### config.mk
export PLATFORM = sky130hd
export DESIGN_NAME = slice_binned_extent_tracker_flat
export DESIGN_NICKNAME = d
export VERILOG_FILES = /design/src/design/sbet_pkg.sv /design/src/design/sbet_ifs.sv /design/src/design/sbet_front.sv /design/src/design/sbet_queue.sv /design/src/design/sbet_back.sv /design/src/design/slice_binned_extent_tracker.sv /design/src/flat_wrapper.sv
export SDC_FILE = /design/constraint.sdc
export NUM_CORES = 2
export LEC_CHECK = 0
export ABC_AREA = 1
export ABC_CLOCK_PERIOD_IN_PS = 6100
export BUFFER_PORTS_ARGS = -buffer_cell sky130_fd_sc_hd__clkbuf_2
export CORE_ASPECT_RATIO = 1.1
export CORE_MARGIN = 5
export CORE_UTILIZATION = 51
export CTS_BUF_LIST = sky130_fd_sc_hd__clkbuf_2
export DETAILED_ROUTE_END_ITERATION = 10
export PLACE_DENSITY = 0.75
export SYNTH_ARGS = -nofsm -noshare
export SYNTH_HDL_FRONTEND = slang
export SYNTH_SLANG_ARGS = --single-unit
### constraint.sdc
create_clock -name clk -period 6.1 [get_ports clk]
set_clock_uncertainty 0.2 [all_clocks]
set_input_delay 0.61 -clock clk [delete_from_list [all_inputs] [get_ports clk]]
set_output_delay 0.61 -clock clk [all_outputs]
set_load 0.05 [all_outputs]
### src/design/sbet_pkg.sv
// ----------------------------------------------------------------------------
// sbet_pkg
// Shared types and constants of the slice binned extent tracker: coordinate
// type, queue item, empty box limits and fixed field widths.
// ----------------------------------------------------------------------------
package sbet_pkg;

	// Fixed field widths.
	localparam int COORD_W = 16;
	localparam int SLICE_W = 5;
	// Width of floor(z * 10) for a non-negative Q3.12 height.
	localparam int BIN_W = 7;
	// Number of fractional bits of the Q3.12 format.
	localparam int FRAC_W = 12;
	// Width of z * 10 for a non-negative 15 bit magnitude.
	localparam int PROD_W = 19;

	// Default number of height slices.
	localparam int SLICES_DEFAULT = 20;

	// Depth of the queue between the front and the back.
	localparam int QUEUE_DEPTH = 2;

	typedef logic signed [COORD_W-1:0] coord_t;

	// Limits that an empty bounding box reads as.
	localparam coord_t COORD_MAX = 16'sh7fff;
	localparam coord_t COORD_MIN = 16'sh8000;

	// One classified vertex, as the front hands it to the back.
	typedef struct packed {
		logic               start_of_mesh;
		logic               in_range;
		logic [SLICE_W-1:0] slice_index;
		coord_t             pos_x;
		coord_t             pos_y;
		coord_t             pos_z;
	} item_t;

endpackage

### src/design/sbet_ifs.sv
// ----------------------------------------------------------------------------
// sbet_ifs
// Valid/ready channels of the tracker: the vertex stream in and the extent
// results out.
// ----------------------------------------------------------------------------
interface sbet_vertex_if;
	logic            valid;
	logic            ready;
	logic            start_of_mesh;
	sbet_pkg::coord_t pos_x;
	sbet_pkg::coord_t pos_y;
	sbet_pkg::coord_t pos_z;

	modport source (output valid, start_of_mesh, pos_x, pos_y, pos_z, input ready);
	modport sink (input valid, start_of_mesh, pos_x, pos_y, pos_z, output ready);
endinterface

interface sbet_result_if;
	logic                         valid;
	logic                         ready;
	logic                         in_range;
	logic [sbet_pkg::SLICE_W-1:0] slice_index;
	sbet_pkg::coord_t             slice_x_high;
	sbet_pkg::coord_t             slice_x_low;
	sbet_pkg::coord_t             slice_y_high;
	sbet_pkg::coord_t             slice_y_low;
	sbet_pkg::coord_t             box_x_low;
	sbet_pkg::coord_t             box_x_high;
	sbet_pkg::coord_t             box_y_low;
	sbet_pkg::coord_t             box_y_high;
	sbet_pkg::coord_t             box_z_low;
	sbet_pkg::coord_t             box_z_high;

	modport source (
		output valid, in_range, slice_index, slice_x_high, slice_x_low,
		slice_y_high, slice_y_low, box_x_low, box_x_high, box_y_low,
		box_y_high, box_z_low, box_z_high,
		input ready
	);
	modport sink (
		input valid, in_range, slice_index, slice_x_high, slice_x_low,
		slice_y_high, slice_y_low, box_x_low, box_x_high, box_y_low,
		box_y_high, box_z_low, box_z_high,
		output ready
	);
endinterface

### src/design/sbet_front.sv
// ----------------------------------------------------------------------------
// sbet_front
// Accepts vertex beats and classifies them: works out the height slice
// floor(z * 10) and whether it lies in range, then pushes the item to the queue.
// ----------------------------------------------------------------------------
module sbet_front #(
	parameter int SLICES = sbet_pkg::SLICES_DEFAULT
) (
	sbet_vertex_if.sink        vertex,
	input  logic               queue_full,
	output logic               push,
	output sbet_pkg::item_t    push_item
);

	logic [sbet_pkg::PROD_W-1:0] height_x10;
	logic [sbet_pkg::BIN_W-1:0]  bin;
	logic                        in_range;

	// Accept whenever the queue has room.
	assign vertex.ready = !queue_full;
	assign push         = vertex.valid && !queue_full;

	// z * 10 as z * 8 + z * 2 on the non-negative magnitude.
	always_comb begin
		height_x10 = {1'b0, vertex.pos_z[sbet_pkg::COORD_W-2:0], 3'b000}
			+ {3'b000, vertex.pos_z[sbet_pkg::COORD_W-2:0], 1'b0};
		bin = height_x10[sbet_pkg::PROD_W-1:sbet_pkg::FRAC_W];
		// A negative height never lands in a slice.
		in_range = !vertex.pos_z[sbet_pkg::COORD_W-1]
			&& (bin < sbet_pkg::BIN_W'(SLICES));
	end

	// Build the queue item; out-of-range vertices carry slice zero.
	always_comb begin
		push_item.start_of_mesh = vertex.start_of_mesh;
		push_item.in_range      = in_range;
		push_item.slice_index   = in_range ? bin[sbet_pkg::SLICE_W-1:0] : '0;
		push_item.pos_x         = vertex.pos_x;
		push_item.pos_y         = vertex.pos_y;
		push_item.pos_z         = vertex.pos_z;
	end

endmodule

### src/design/sbet_queue.sv
// ----------------------------------------------------------------------------
// sbet_queue
// Short first-in first-out queue of classified items between the front and
// the back, so that each side can stall on its own.
// ----------------------------------------------------------------------------
module sbet_queue (
	input  logic            clk,
	input  logic            arst_n,
	input  logic            push,
	input  sbet_pkg::item_t push_item,
	output logic            full,
	input  logic            pop,
	output logic            head_valid,
	output sbet_pkg::item_t head_item
);

	localparam int PTR_W   = (sbet_pkg::QUEUE_DEPTH > 1) ? $clog2(sbet_pkg::QUEUE_DEPTH) : 1;
	localparam int COUNT_W = $clog2(sbet_pkg::QUEUE_DEPTH + 1);

	sbet_pkg::item_t    entries_q [sbet_pkg::QUEUE_DEPTH];
	logic [PTR_W-1:0]   wr_ptr_q;
	logic [PTR_W-1:0]   rd_ptr_q;
	logic [COUNT_W-1:0] count_q;

	assign full       = (count_q == COUNT_W'(sbet_pkg::QUEUE_DEPTH));
	assign head_valid = (count_q != '0);
	assign head_item  = entries_q[rd_ptr_q];

	// Storage is written at the tail on every push.
	always_ff @(posedge clk) begin
		if (push) begin
			entries_q[wr_ptr_q] <= push_item;
		end
	end

	// Pointers and fill count.
	always_ff @(posedge clk or negedge arst_n) begin
		if (!arst_n) begin
			wr_ptr_q <= '0;
			rd_ptr_q <= '0;
			count_q  <= '0;
		end else begin
			if (push) begin
				wr_ptr_q <= (wr_ptr_q == PTR_W'(sbet_pkg::QUEUE_DEPTH - 1)) ? '0
					: wr_ptr_q + PTR_W'(1);
			end
			if (pop) begin
				rd_ptr_q <= (rd_ptr_q == PTR_W'(sbet_pkg::QUEUE_DEPTH - 1)) ? '0
					: rd_ptr_q + PTR_W'(1);
			end
			if (push && !pop) begin
				count_q <= count_q + COUNT_W'(1);
			end else if (pop && !push) begin
				count_q <= count_q - COUNT_W'(1);
			end
		end
	end

endmodule

### src/design/sbet_back.sv
// ----------------------------------------------------------------------------
// sbet_back
// Carries out one classified vertex per cycle unless the result stalls:
// read-modify-write of slice extents and global box, and the result register.
// ----------------------------------------------------------------------------
module sbet_back #(
	parameter int SLICES = sbet_pkg::SLICES_DEFAULT
) (
	input  logic            clk,
	input  logic            arst_n,
	input  logic            head_valid,
	input  sbet_pkg::item_t head_item,
	output logic            pop,
	sbet_result_if.source   result
);

	localparam int IDX_W = (SLICES > 1) ? $clog2(SLICES) : 1;

	// Slice extent stores; an entry only matters once its valid bit is set.
	sbet_pkg::coord_t xmax_mem [SLICES];
	sbet_pkg::coord_t xmin_mem [SLICES];
	sbet_pkg::coord_t ymax_mem [SLICES];
	sbet_pkg::coord_t ymin_mem [SLICES];
	logic [SLICES-1:0] slice_valid_q;

	// Global bounding box.
	sbet_pkg::coord_t box_x_low_q, box_x_high_q;
	sbet_pkg::coord_t box_y_low_q, box_y_high_q;
	sbet_pkg::coord_t box_z_low_q, box_z_high_q;

	logic             res_valid_q;

	logic [IDX_W-1:0] idx;
	logic             hit;
	sbet_pkg::coord_t px, py, pz;
	sbet_pkg::coord_t xmax_new, xmin_new, ymax_new, ymin_new;
	sbet_pkg::coord_t bxl, bxh, byl, byh, bzl, bzh;
	sbet_pkg::coord_t bxl_new, bxh_new, byl_new, byh_new, bzl_new, bzh_new;
	logic [SLICES-1:0] valid_next;

	// Take the next item whenever the result register is free or being drained.
	assign pop          = head_valid && (!res_valid_q || result.ready);
	assign result.valid = res_valid_q;

	// Slice update: a start of mesh or an unused slice loads the vertex itself.
	always_comb begin
		idx = head_item.slice_index[IDX_W-1:0];
		px  = head_item.pos_x;
		py  = head_item.pos_y;
		pz  = head_item.pos_z;
		hit = slice_valid_q[idx] && !head_item.start_of_mesh;

		xmax_new = (hit && (xmax_mem[idx] >= px)) ? xmax_mem[idx] : px;
		xmin_new = (hit && (xmin_mem[idx] <= px)) ? xmin_mem[idx] : px;
		ymax_new = (hit && (ymax_mem[idx] >= py)) ? ymax_mem[idx] : py;
		ymin_new = (hit && (ymin_mem[idx] <= py)) ? ymin_mem[idx] : py;

		valid_next = head_item.start_of_mesh ? '0 : slice_valid_q;
		if (head_item.in_range) begin
			valid_next[idx] = 1'b1;
		end
	end

	// Global box update: a start of mesh empties the box first.
	always_comb begin
		bxl = head_item.start_of_mesh ? sbet_pkg::COORD_MAX : box_x_low_q;
		bxh = head_item.start_of_mesh ? sbet_pkg::COORD_MIN : box_x_high_q;
		byl = head_item.start_of_mesh ? sbet_pkg::COORD_MAX : box_y_low_q;
		byh = head_item.start_of_mesh ? sbet_pkg::COORD_MIN : box_y_high_q;
		bzl = head_item.start_of_mesh ? sbet_pkg::COORD_MAX : box_z_low_q;
		bzh = head_item.start_of_mesh ? sbet_pkg::COORD_MIN : box_z_high_q;

		bxl_new = (head_item.in_range && (px < bxl)) ? px : bxl;
		bxh_new = (head_item.in_range && (px > bxh)) ? px : bxh;
		byl_new = (head_item.in_range && (py < byl)) ? py : byl;
		byh_new = (head_item.in_range && (py > byh)) ? py : byh;
		bzl_new = (head_item.in_range && (pz < bzl)) ? pz : bzl;
		bzh_new = (head_item.in_range && (pz > bzh)) ? pz : bzh;
	end

	// Slice extent stores are written for in-range vertices.
	always_ff @(posedge clk) begin
		if (pop && head_item.in_range) begin
			xmax_mem[idx] <= xmax_new;
			xmin_mem[idx] <= xmin_new;
			ymax_mem[idx] <= ymax_new;
			ymin_mem[idx] <= ymin_new;
		end
	end

	// Valid bits, global box and result valid.
	always_ff @(posedge clk or negedge arst_n) begin
		if (!arst_n) begin
			slice_valid_q <= '0;
			box_x_low_q   <= sbet_pkg::COORD_MAX;
			box_x_high_q  <= sbet_pkg::COORD_MIN;
			box_y_low_q   <= sbet_pkg::COORD_MAX;
			box_y_high_q  <= sbet_pkg::COORD_MIN;
			box_z_low_q   <= sbet_pkg::COORD_MAX;
			box_z_high_q  <= sbet_pkg::COORD_MIN;
			res_valid_q   <= 1'b0;
		end else begin
			if (pop) begin
				slice_valid_q <= valid_next;
				box_x_low_q   <= bxl_new;
				box_x_high_q  <= bxh_new;
				box_y_low_q   <= byl_new;
				box_y_high_q  <= byh_new;
				box_z_low_q   <= bzl_new;
				box_z_high_q  <= bzh_new;
				res_valid_q   <= 1'b1;
			end else if (result.ready) begin
				res_valid_q <= 1'b0;
			end
		end
	end

	// Result payload register; slice fields read zero when out of range.
	always_ff @(posedge clk) begin
		if (pop) begin
			result.in_range     <= head_item.in_range;
			result.slice_index  <= head_item.slice_index;
			result.slice_x_high <= head_item.in_range ? xmax_new : '0;
			result.slice_x_low  <= head_item.in_range ? xmin_new : '0;
			result.slice_y_high <= head_item.in_range ? ymax_new : '0;
			result.slice_y_low  <= head_item.in_range ? ymin_new : '0;
			result.box_x_low    <= bxl_new;
			result.box_x_high   <= bxh_new;
			result.box_y_low    <= byl_new;
			result.box_y_high   <= byh_new;
			result.box_z_low    <= bzl_new;
			result.box_z_high   <= bzh_new;
		end
	end

endmodule

### src/design/slice_binned_extent_tracker.sv
// ----------------------------------------------------------------------------
// slice_binned_extent_tracker
// Bins Q3.12 mesh vertices into height slices of 0.1 m and tracks the x/y
// extents of each slice together with the global x/y/z bounding box.
//
//   Channel   Direction  Beat contents
//   vertex    in         start_of_mesh, pos_x, pos_y, pos_z
//   result    out        in_range, slice_index, slice x/y extents, global box
//
// One vertex is accepted per cycle and one result beat follows it, while the
// result channel takes its beats; the slice read-modify-write in the back sets
// this rate. A result beat passes through the queue and then the result
// register after its vertex is accepted.
// Reset clears the slice valid bits and the global box at once; no sweep.
// A stalled result holds the back, and the two-entry queue then fills before
// the vertex channel drops ready.
// ----------------------------------------------------------------------------
module slice_binned_extent_tracker #(
	parameter int SLICES = sbet_pkg::SLICES_DEFAULT
) (
	input  logic          clk,
	input  logic          arst_n,
	sbet_vertex_if.sink   vertex,
	sbet_result_if.source result
);

	logic            queue_full;
	logic            push;
	sbet_pkg::item_t push_item;
	logic            pop;
	logic            head_valid;
	sbet_pkg::item_t head_item;

	// Classification of incoming vertices.
	sbet_front #(
		.SLICES(SLICES)
	) u_front (
		.vertex    (vertex),
		.queue_full(queue_full),
		.push      (push),
		.push_item (push_item)
	);

	// Decoupling queue.
	sbet_queue u_queue (
		.clk       (clk),
		.arst_n    (arst_n),
		.push      (push),
		.push_item (push_item),
		.full      (queue_full),
		.pop       (pop),
		.head_valid(head_valid),
		.head_item (head_item)
	);

	// Extent update and result register.
	sbet_back #(
		.SLICES(SLICES)
	) u_back (
		.clk       (clk),
		.arst_n    (arst_n),
		.head_valid(head_valid),
		.head_item (head_item),
		.pop       (pop),
		.result    (result)
	);

endmodule

### src/flat_wrapper.sv
// flat-port wrapper written by rule: the top's interface ports become plain ports
module slice_binned_extent_tracker_flat 
#(
	parameter int SLICES = sbet_pkg::SLICES_DEFAULT
)
  (clk, arst_n, vertex_valid, vertex_start_of_mesh, vertex_pos_x, vertex_pos_y, vertex_pos_z, vertex_ready, result_valid, result_in_range, result_slice_index, result_slice_x_high, result_slice_x_low, result_slice_y_high, result_slice_y_low, result_box_x_low, result_box_x_high, result_box_y_low, result_box_y_high, result_box_z_low, result_box_z_high, result_ready);
  sbet_vertex_if vertex_i ();
  sbet_result_if result_i ();
  input  logic clk;
  input  logic arst_n;
  input wire logic [$bits(vertex_i.valid)-1:0] vertex_valid;
  input wire logic [$bits(vertex_i.start_of_mesh)-1:0] vertex_start_of_mesh;
  input wire logic [$bits(vertex_i.pos_x)-1:0] vertex_pos_x;
  input wire logic [$bits(vertex_i.pos_y)-1:0] vertex_pos_y;
  input wire logic [$bits(vertex_i.pos_z)-1:0] vertex_pos_z;
  output wire logic [$bits(vertex_i.ready)-1:0] vertex_ready;
  output wire logic [$bits(result_i.valid)-1:0] result_valid;
  output wire logic [$bits(result_i.in_range)-1:0] result_in_range;
  output wire logic [$bits(result_i.slice_index)-1:0] result_slice_index;
  output wire logic [$bits(result_i.slice_x_high)-1:0] result_slice_x_high;
  output wire logic [$bits(result_i.slice_x_low)-1:0] result_slice_x_low;
  output wire logic [$bits(result_i.slice_y_high)-1:0] result_slice_y_high;
  output wire logic [$bits(result_i.slice_y_low)-1:0] result_slice_y_low;
  output wire logic [$bits(result_i.box_x_low)-1:0] result_box_x_low;
  output wire logic [$bits(result_i.box_x_high)-1:0] result_box_x_high;
  output wire logic [$bits(result_i.box_y_low)-1:0] result_box_y_low;
  output wire logic [$bits(result_i.box_y_high)-1:0] result_box_y_high;
  output wire logic [$bits(result_i.box_z_low)-1:0] result_box_z_low;
  output wire logic [$bits(result_i.box_z_high)-1:0] result_box_z_high;
  input wire logic [$bits(result_i.ready)-1:0] result_ready;
  assign vertex_i.valid = vertex_valid;
  assign vertex_i.start_of_mesh = vertex_start_of_mesh;
  assign vertex_i.pos_x = vertex_pos_x;
  assign vertex_i.pos_y = vertex_pos_y;
  assign vertex_i.pos_z = vertex_pos_z;
  assign vertex_ready = vertex_i.ready;
  assign result_valid = result_i.valid;
  assign result_in_range = result_i.in_range;
  assign result_slice_index = result_i.slice_index;
  assign result_slice_x_high = result_i.slice_x_high;
  assign result_slice_x_low = result_i.slice_x_low;
  assign result_slice_y_high = result_i.slice_y_high;
  assign result_slice_y_low = result_i.slice_y_low;
  assign result_box_x_low = result_i.box_x_low;
  assign result_box_x_high = result_i.box_x_high;
  assign result_box_y_low = result_i.box_y_low;
  assign result_box_y_high = result_i.box_y_high;
  assign result_box_z_low = result_i.box_z_low;
  assign result_box_z_high = result_i.box_z_high;
  assign result_i.ready = result_ready;
  slice_binned_extent_tracker #(.SLICES(SLICES)) u_core (.clk(clk), .arst_n(arst_n), .vertex(vertex_i), .result(result_i));
endmodule
Yosys cells after proc, flatten, opt, wreduce, memory -nomap -nowiden
Memories as Yosys holds them, arrays and structs flattened.
Cells that the tools add are included.
{ "word_totals": {"register_bits": 287, "ramBits": 1390, "input_bits": 53, "mem_count": 5} }
{ "memory_table": {"columns": ["memory", "depth", "width", "read_ports", "rd_ports_with_merged_regs", "write_ports", "line", "source"], "rows": [
  ["u_core.u_back.xmax_mem", 20, 16, 1, 0, 1, "sbet_back.sv:20", "sbet_pkg::coord_t xmax_mem [SLICES];"],
  ["u_core.u_back.xmin_mem", 20, 16, 1, 0, 1, "sbet_back.sv:21", "sbet_pkg::coord_t xmin_mem [SLICES];"],
  ["u_core.u_back.ymax_mem", 20, 16, 1, 0, 1, "sbet_back.sv:22", "sbet_pkg::coord_t ymax_mem [SLICES];"],
  ["u_core.u_back.ymin_mem", 20, 16, 1, 0, 1, "sbet_back.sv:23", "sbet_pkg::coord_t ymin_mem [SLICES];"],
  ["u_core.u_queue.entries_q", 2, 55, 1, 0, 1, "sbet_queue.sv:20", "sbet_pkg::item_t entries_q [sbet_pkg::QUEUE_DEPTH];"]
]} }
{ "classes": {"addsub": 5, "magnitude_cmp": 13, "eq_ne": 1, "n_mux": 33, "bitwise": 1, "n_reduce_logical": 28} }
{ "op_table": {"columns": ["operator", "count"], "rows": [
  ["2-to-1 mux 16 bit", 16],
  ["greater-than comparator 16 bit", 3],
  ["less-than comparator 16 bit", 3],
  ["2-to-1 mux 20 bit", 2],
  [">= comparator 16 bit", 2],
  ["<= comparator 16 bit", 2],
  ["bitwise OR 20 bit", 1],
  ["adder 18 x 16 -> 19 bit", 1],
  ["logical AND 1 bit", 18],
  ["2-to-1 mux 1 bit", 10],
  ["less-than comparator 7 x 5 -> 1 bit, second input constant", 1],
  ["zero test 1 bit", 6],
  ["less-than comparator 5 x 6 -> 1 bit, second input constant", 1],
  ["nonzero test 2 bit", 3],
  ["binary-select mux 1 bit (select 5 bit)", 1],
  ["demux 1 bit (select 5 bit)", 1],
  [">= comparator 5 x 1 -> 1 bit, second input constant", 1],
  ["2-to-1 mux 5 bit", 1],
  ["2-to-1 mux 2 bit", 2],
  ["adder 1 bit, second input constant", 2],
  ["adder 2 x 1 -> 2 bit, second input constant", 1],
  ["== test 2 bit, second input constant", 1],
  ["subtractor 2 x 1 -> 2 bit, second input constant", 1],
  ["logical OR 1 bit", 1]
]} }

Longest topological paths before layout
{ "logic_depth": {"ltp_word": 7, "depth_mapped": 29, "mapped_depth_nobuf": 26} }

By module
A second synthesis with hierarchy kept.
{ "unflattened": {"cells_unflattened": 5320, "area_unflattened_um2": 69758.2} }
{ "by_module_without_submodules": {"columns": ["mod", "instances", "cells_each", "area_each_um2", "seq_area_each_um2"], "rows": [
  ["sbet_back", 1, 4918, 64294.2, 46409.5],
  ["sbet_queue", 1, 196, 4340.4, 3403.3],
  ["sbet_front", 1, 206, 1123.6, 0.0]
]} }

Least setup slack after synthesis
Ideal clock, no wire load.
{ "synth_path": {"path_type": "register to register", "start": "register u_core.u_back.res_valid_q, in the netlist u_core.u_back.result.valid", "end": "register u_core.u_back.result.box_x_high[0] (netlist bit), enable pin", "setup_time_ps": 595, "arrival_time_ps": 6127, "required_ps": 5305, "path_slack_ps": -822, "path_stages_with_launch": 6, "synth_period_minus_slack_ps": 6922, "path_cell_list": "dfrtp_1 > inv_1 > nor2_1 > a21oi_1 > clkbuf_1 > clkbuf_1"} }
{ "synth_between": {"elab_chain_len": 3} }
{ "synth_rtl": {"columns": ["element", "line", "source"], "rows": [
  ["start: declaration", "sbet_back.sv:31", "logic res_valid_q;"],
  ["start signal: assignment", "sbet_back.sv:101", "res_valid_q <= 1'b0;"],
  ["start signal: assignment", "sbet_back.sv:111", "res_valid_q <= 1'b1;"],
  ["start signal: assignment", "sbet_back.sv:113", "res_valid_q <= 1'b0;"],
  ["zero test 1 bit", "sbet_back.sv:42", "assign pop = head_valid && (!res_valid_q || result.ready);"],
  ["logical OR 1 bit", "sbet_back.sv:42", null],
  ["logical AND 1 bit", "sbet_back.sv:42", null],
  ["named net u_core.pop", "slice_binned_extent_tracker.sv:30", "logic pop;"],
  ["end signal: assignment", "sbet_back.sv:128", "result.box_x_high <= bxh_new;"],
  ["end: declaration", "sbet_ifs.sv:36", "slice_y_high, slice_y_low, box_x_low, box_x_high, box_y_low,"]
]} }
The timed path passes the listed nets, and every way through them passes these cells.
A chain may end at the register's enable or synchronous reset.

Worst setup path after layout
{ "layout_path": {"start": "register u_core.u_queue.rd_ptr_q", "end": "memory u_core.u_back.xmin_mem[3][0] (netlist bit), data pin"} }
{ "layout_between": {"elab_chain_len": 6} }
{ "layout_rtl": {"columns": ["element", "line", "source"], "rows": [
  ["start: declaration", "sbet_queue.sv:22", "logic [PTR_W-1:0] rd_ptr_q;"],
  ["start signal: assignment", "sbet_queue.sv:48", "rd_ptr_q <= (rd_ptr_q == PTR_W'(sbet_pkg::QUEUE_DEPTH - 1)) ? '0"],
  ["memory (2 x 55 bit) *", null, null],
  ["parallel branches: the longest is 4 deep, another holds memory (20 x 16 bit)", null, null],
  ["2-to-1 mux 16 bit *", "sbet_back.sv:54", "xmin_new = (hit && (xmin_mem[idx] <= px)) ? xmin_mem[idx] : px;"],
  ["named net u_core.u_back.xmin_new[0]", "sbet_back.sv:36", "sbet_pkg::coord_t xmax_new, xmin_new, ymax_new, ymin_new;"],
  ["end: declaration", "sbet_back.sv:21", null]
]} }
Mark *: on every way through the listed nets, which the timed path passes. The select of a mux whose other input is x is not followed.

==> flow_results.xml <==
<?xml version="1.0" encoding="UTF-8"?>
<metrics>
  <group name="cts">
    <metric name="clock-root-buffer" unit="">clkbuf_2</metric>
    <metric name="cts_tree" unit="">done</metric>
    <metric name="cts.clk_slew.worst_paths" unit="ns">0.11</metric>
    <metric name="cts_made_buffers" unit="">389</metric>
    <metric name="clk_latency_worst_skew_pair" unit="ns">1.70</metric>
    <metric name="h-tree-depth" unit="">5</metric>
    <metric name="clock_sink_count" unit="">1677</metric>
    <metric name="cts_buffer_depth" unit="">4</metric>
  </group>
  <group name="final_layout">
    <metric name="flow.area_growth_from_synthesis" unit="%">12.8</metric>
    <metric name="layout_common_cells" unit="">edfxtp_1 (1556), clkbuf_2 (797), nand2_1 (769)</metric>
    <metric name="layout_commonest_cell" unit="">edfxtp_1</metric>
    <metric name="layout-drive-gt1-share" unit="">0.190</metric>
    <metric name="nets" unit="">5950</metric>
  </group>
  <group name="floorplanning">
    <metric name="dieArea" unit="sq um">141000</metric>
    <metric name="starting_density_of_the_core" unit="">0.513</metric>
    <metric name="floorplan.core_area" unit="sq um">132000</metric>
    <metric name="ios" unit="">221</metric>
    <metric name="die_x" unit="microns">358</metric>
    <metric name="dieHeight" unit="microns">393</metric>
    <metric name="core.rowCount" unit="">140</metric>
  </group>
  <group name="critical_path">
    <metric name="cp.arrival" unit="ns">6.90</metric>
    <metric name="kind_of_start_point_of_the_critical_path" unit="">register</metric>
    <metric name="timing.rr.start" unit="">u_core.u_queue.rd_ptr_q</metric>
    <metric name="crit_fanout" unit="">115</metric>
    <metric name="worst-setup-path-type" unit="">register to register</metric>
    <metric name="worst_r2r_path_depth" unit="">25</metric>
    <metric name="r2r_path_end" unit="">u_core.u_back.xmin_mem[3][0]</metric>
    <metric name="critical_path.endpoint_type" unit="">register</metric>
    <metric name="worst_ep_required_time" unit="ns">7.17</metric>
    <metric name="ff2ff_setup_slack" unit="ns">0.27</metric>
  </group>
  <group name="yosys">
    <metric name="synthMuxAreaShare" unit="">0</metric>
    <metric name="post_synth_and_or_nand_nor_area_fraction" unit="">0.101</metric>
    <metric name="post_synth_fa_ha_maj_area_fraction" unit="">0.0313</metric>
    <metric name="postSynthAreaPerCell" unit="sq um">13.3</metric>
    <metric name="synthXorXnorAreaFrac" unit="">0.000902</metric>
    <metric name="synth_cell_type_count" unit="">46</metric>
    <metric name="synth_warnings" unit="">0</metric>
    <metric name="largest_family_of_logic_cells_by_synthesized_area" unit="">compound AO/OA/AOI/OAI gates</metric>
    <metric name="synth.ff_latch_count" unit="">1677</metric>
    <metric name="synth_compound_area_frac" unit="">0.102</metric>
    <metric name="mappedNetlistNets" unit="">5315</metric>
    <metric name="seq_area_frac_synth" unit="">0.733</metric>
    <metric name="area_of_the_mapped_netlist" unit="sq um">67900</metric>
    <metric name="post_synth_inst_count" unit="">5092</metric>
  </group>
  <group name="detailed_routing">
    <metric name="vias_per_cell" unit="">6.10</metric>
    <metric name="postRouteWirelength" unit="mm">201</metric>
    <metric name="drt_pre_antenna_iters" unit="">6</metric>
    <metric name="wl_per_cell" unit="microns">25.8</metric>
    <metric name="dr.first_iter.drc_count" unit="">6439</metric>
    <metric name="drc" unit="">0</metric>
    <metric name="antenna_left" unit="">0</metric>
    <metric name="num_vias" unit="">47600</metric>
  </group>
  <group name="global_routing">
    <metric name="track_usage" unit="">0.279</metric>
    <metric name="grt_overflow_total" unit="">0</metric>
    <metric name="grt_most_used_layer" unit="">met2</metric>
    <metric name="initial_antenna_violation_count" unit="">14</metric>
    <metric name="grt.met3_usage" unit="">0.0772</metric>
    <metric name="grt_first_pass_wirelength" unit="mm">291</metric>
    <metric name="maximum_number_of_pins_on_one_net_before_global_route_repair" unit="">85</metric>
    <metric name="vias_in_the_first_global_route" unit="">47100</metric>
    <metric name="met1_routing_resource_usage_after_global_routing" unit="">0.353</metric>
    <metric name="grt_met2_use" unit="">0.448</metric>
  </group>
  <group name="timing">
    <metric name="final-hold-violation-count" unit="">0</metric>
    <metric name="hold_slack" unit="ns">0.212</metric>
    <metric name="finalSetupTns" unit="ns">0</metric>
    <metric name="finalCriticalPeriod" unit="ns">5.83</metric>
    <metric name="setup_viol" unit="">0</metric>
    <metric name="rsz0062_at_grt" unit="">no</metric>
    <metric name="slew-limit-headroom" unit="">0.0786</metric>
    <metric name="timing.fmax" unit="MHz">172</metric>
    <metric name="layout_worst_path_cycle_share" unit="">0.955</metric>
    <metric name="report.final.slew_viol_count" unit="">0</metric>
    <metric name="worst_pin_slew" unit="ns">1.37</metric>
  </group>
  <group name="hold_path">
    <metric name="hold_path_class" unit="">primary input to register</metric>
    <metric name="hold_path_depth" unit="">3</metric>
    <metric name="hold_path_startpoint" unit="">vertex_pos_z[13]</metric>
    <metric name="worstHoldEndpoint" unit="">u_core.u_queue.entries_q[1][13]</metric>
  </group>
  <group name="job">
    <metric name="cap_violations" unit="">0</metric>
  </group>
  <group name="placement">
    <metric name="buffer_ports.inserted" unit="">220</metric>
    <metric name="hpwl" unit="mm">110</metric>
    <metric name="routabilityCongestion" unit="">0.858</metric>
  </group>
  <group name="outcome">
    <metric name="status" unit="">finished clean</metric>
  </group>
</metrics>
==> how the worst max path moves through the flow <==
stage | cells after the start | end | start
after floorplan | 6 | u_core.u_back.xmax_mem[18][0] | u_core.u_queue.rd_ptr_q
final | 25 | u_core.u_back.xmin_mem[3][0] | u_core.u_queue.rd_ptr_q
after CTS | 23 | u_core.u_back.xmin_mem[4][0] | u_core.u_queue.rd_ptr_q
after global routing | 24 | u_core.u_back.xmin_mem[8][0] | u_core.u_queue.rd_ptr_q
after detailed placement | 24 | u_core.u_back.xmin_mem[10][2] | u_core.u_queue.rd_ptr_q
after global placement | 24 | u_core.u_back.xmin_mem[10][2] | u_core.u_queue.rd_ptr_q
==> what timing repair did <==
action                     4_1_cts  5_1_grt
resized for setup                0        1
hold endpoints to repair       531        0
setup endpoints to repair        0       46
hold buffers                   147        0
buffers inserted                 0        0
==> final cells by class <==
type / instances / area, sq um
fillers: 10300 / 55800
flip-flops and latches: 1677 / 49800
multi-input cells: 2882 / 16200
repair buffers: 512 / 4040
clock buffers: 578 / 2890
well taps: 1775 / 2220
inverters: 265 / 996
clock inverters: 94 / 444
diodes: 7 / 17.5
==> cells by family (layout without fill, tap and decap cells) <==
| kind of cell | count (synthesis) | count (layout) |
|---|---|---|
| buf+inv | 533 | 1449 |
| xor+xnor | 7 | 7 |
| fa+ha+maj | 170 | 170 |
| compound gates | 1164 | 1164 |
| flops | 1677 | 1677 |
| other cells | 0 | 7 |
| simple gates | 1541 | 1541 |
==> cell usage after synthesis (all sizes together) <==
master / instances / area [sq um]
clkbuf: 130 / 489
or2: 59 / 369
and2: 80 / 500
a31oi: 9 / 68.8
a211oi: 5 / 37.5
inv: 265 / 995
xor2: 3 / 26.3
nor3: 9 / 60.1
nor3b: 1 / 7.51
dfrtp: 73 / 1830
a21oi: 93 / 465
o221a: 1 / 11.3
o21bai: 2 / 15.0
nor2: 264 / 1000
a22oi: 47 / 353
o21a: 48 / 360
nand3b: 9 / 67.6
ha: 170 / 2130
o211ai: 5 / 37.5
buf: 138 / 706
a21o: 6 / 45.0
o21ai: 352 / 1780
edfxtp: 1556 / 46700
nand3: 232 / 1190
nand4: 104 / 651
nand2: 783 / 2990
xnor2: 4 / 35.0
o22ai: 591 / 3700
a22o: 3 / 26.3
dfstp: 48 / 1260
a21boi: 2 / 15.0
==> registers in the layout (all words and copies together), names as in the netlist, 20 cells and up <==
| register | cells |
|---|---|
| u_core.u_queue.entries_q | 110 |
| u_core.u_back.slice_valid_q | 20 |
| u_core.u_back.xmax_mem | 320 |
| u_core.u_back.ymin_mem | 320 |
| u_core.u_back.ymax_mem | 320 |
| u_core.u_back.xmin_mem | 320 |
==> layer usage <==
layer | share of wire | up-vias
met5 | 0.00024 | -
met4 | 0.046 | 8
met3 | 0.13 | 596
met2 | 0.47 | 3485
met1 | 0.35 | 22900
li1 | - | 20600
==> metrics by stage <==
stage,cell area [sq um],setup WS [ns],util,cells
2_1_floorplan,67900,1.00,-,5092
3_3_place_gp,71800,0.721,0.542,6965
3_5_place_dp,71800,0.524,0.542,6965
4_1_cts,76600,0.385,0.579,7784
5_1_grt,76600,0.0137,0.579,7786
6_report,76600,0.272,0.579,7790
==> critical path, stage by stage (launching register included) <==
cell	delay, ns
dfrtp_2	0.66
inv_2	0.13
o21ai_2	0.42
nand2_8	0.38
buf_12	0.35
o22ai_1	0.32
o21ai_0	0.14
nand2_1	0.12
inv_1	0.04
nand4_1	0.11
inv_1	0.06
ha_1	0.29
inv_1	0.04
nor2_1	0.08
nor2_1	0.04
o21ai_0	0.25
nand2_1	0.09
o211ai_1	0.10
nand2_1	0.09
nand2_1	0.06
nand2_1	0.04
nand3_1	0.16
nand2_2	0.33
nand2_1	0.14
nand2_1	0.12
inv_1	0.43
Power is left out: the tool's default activity adds up to more than one toggle a clock period on the data nets, which glitch-free logic cannot reach.
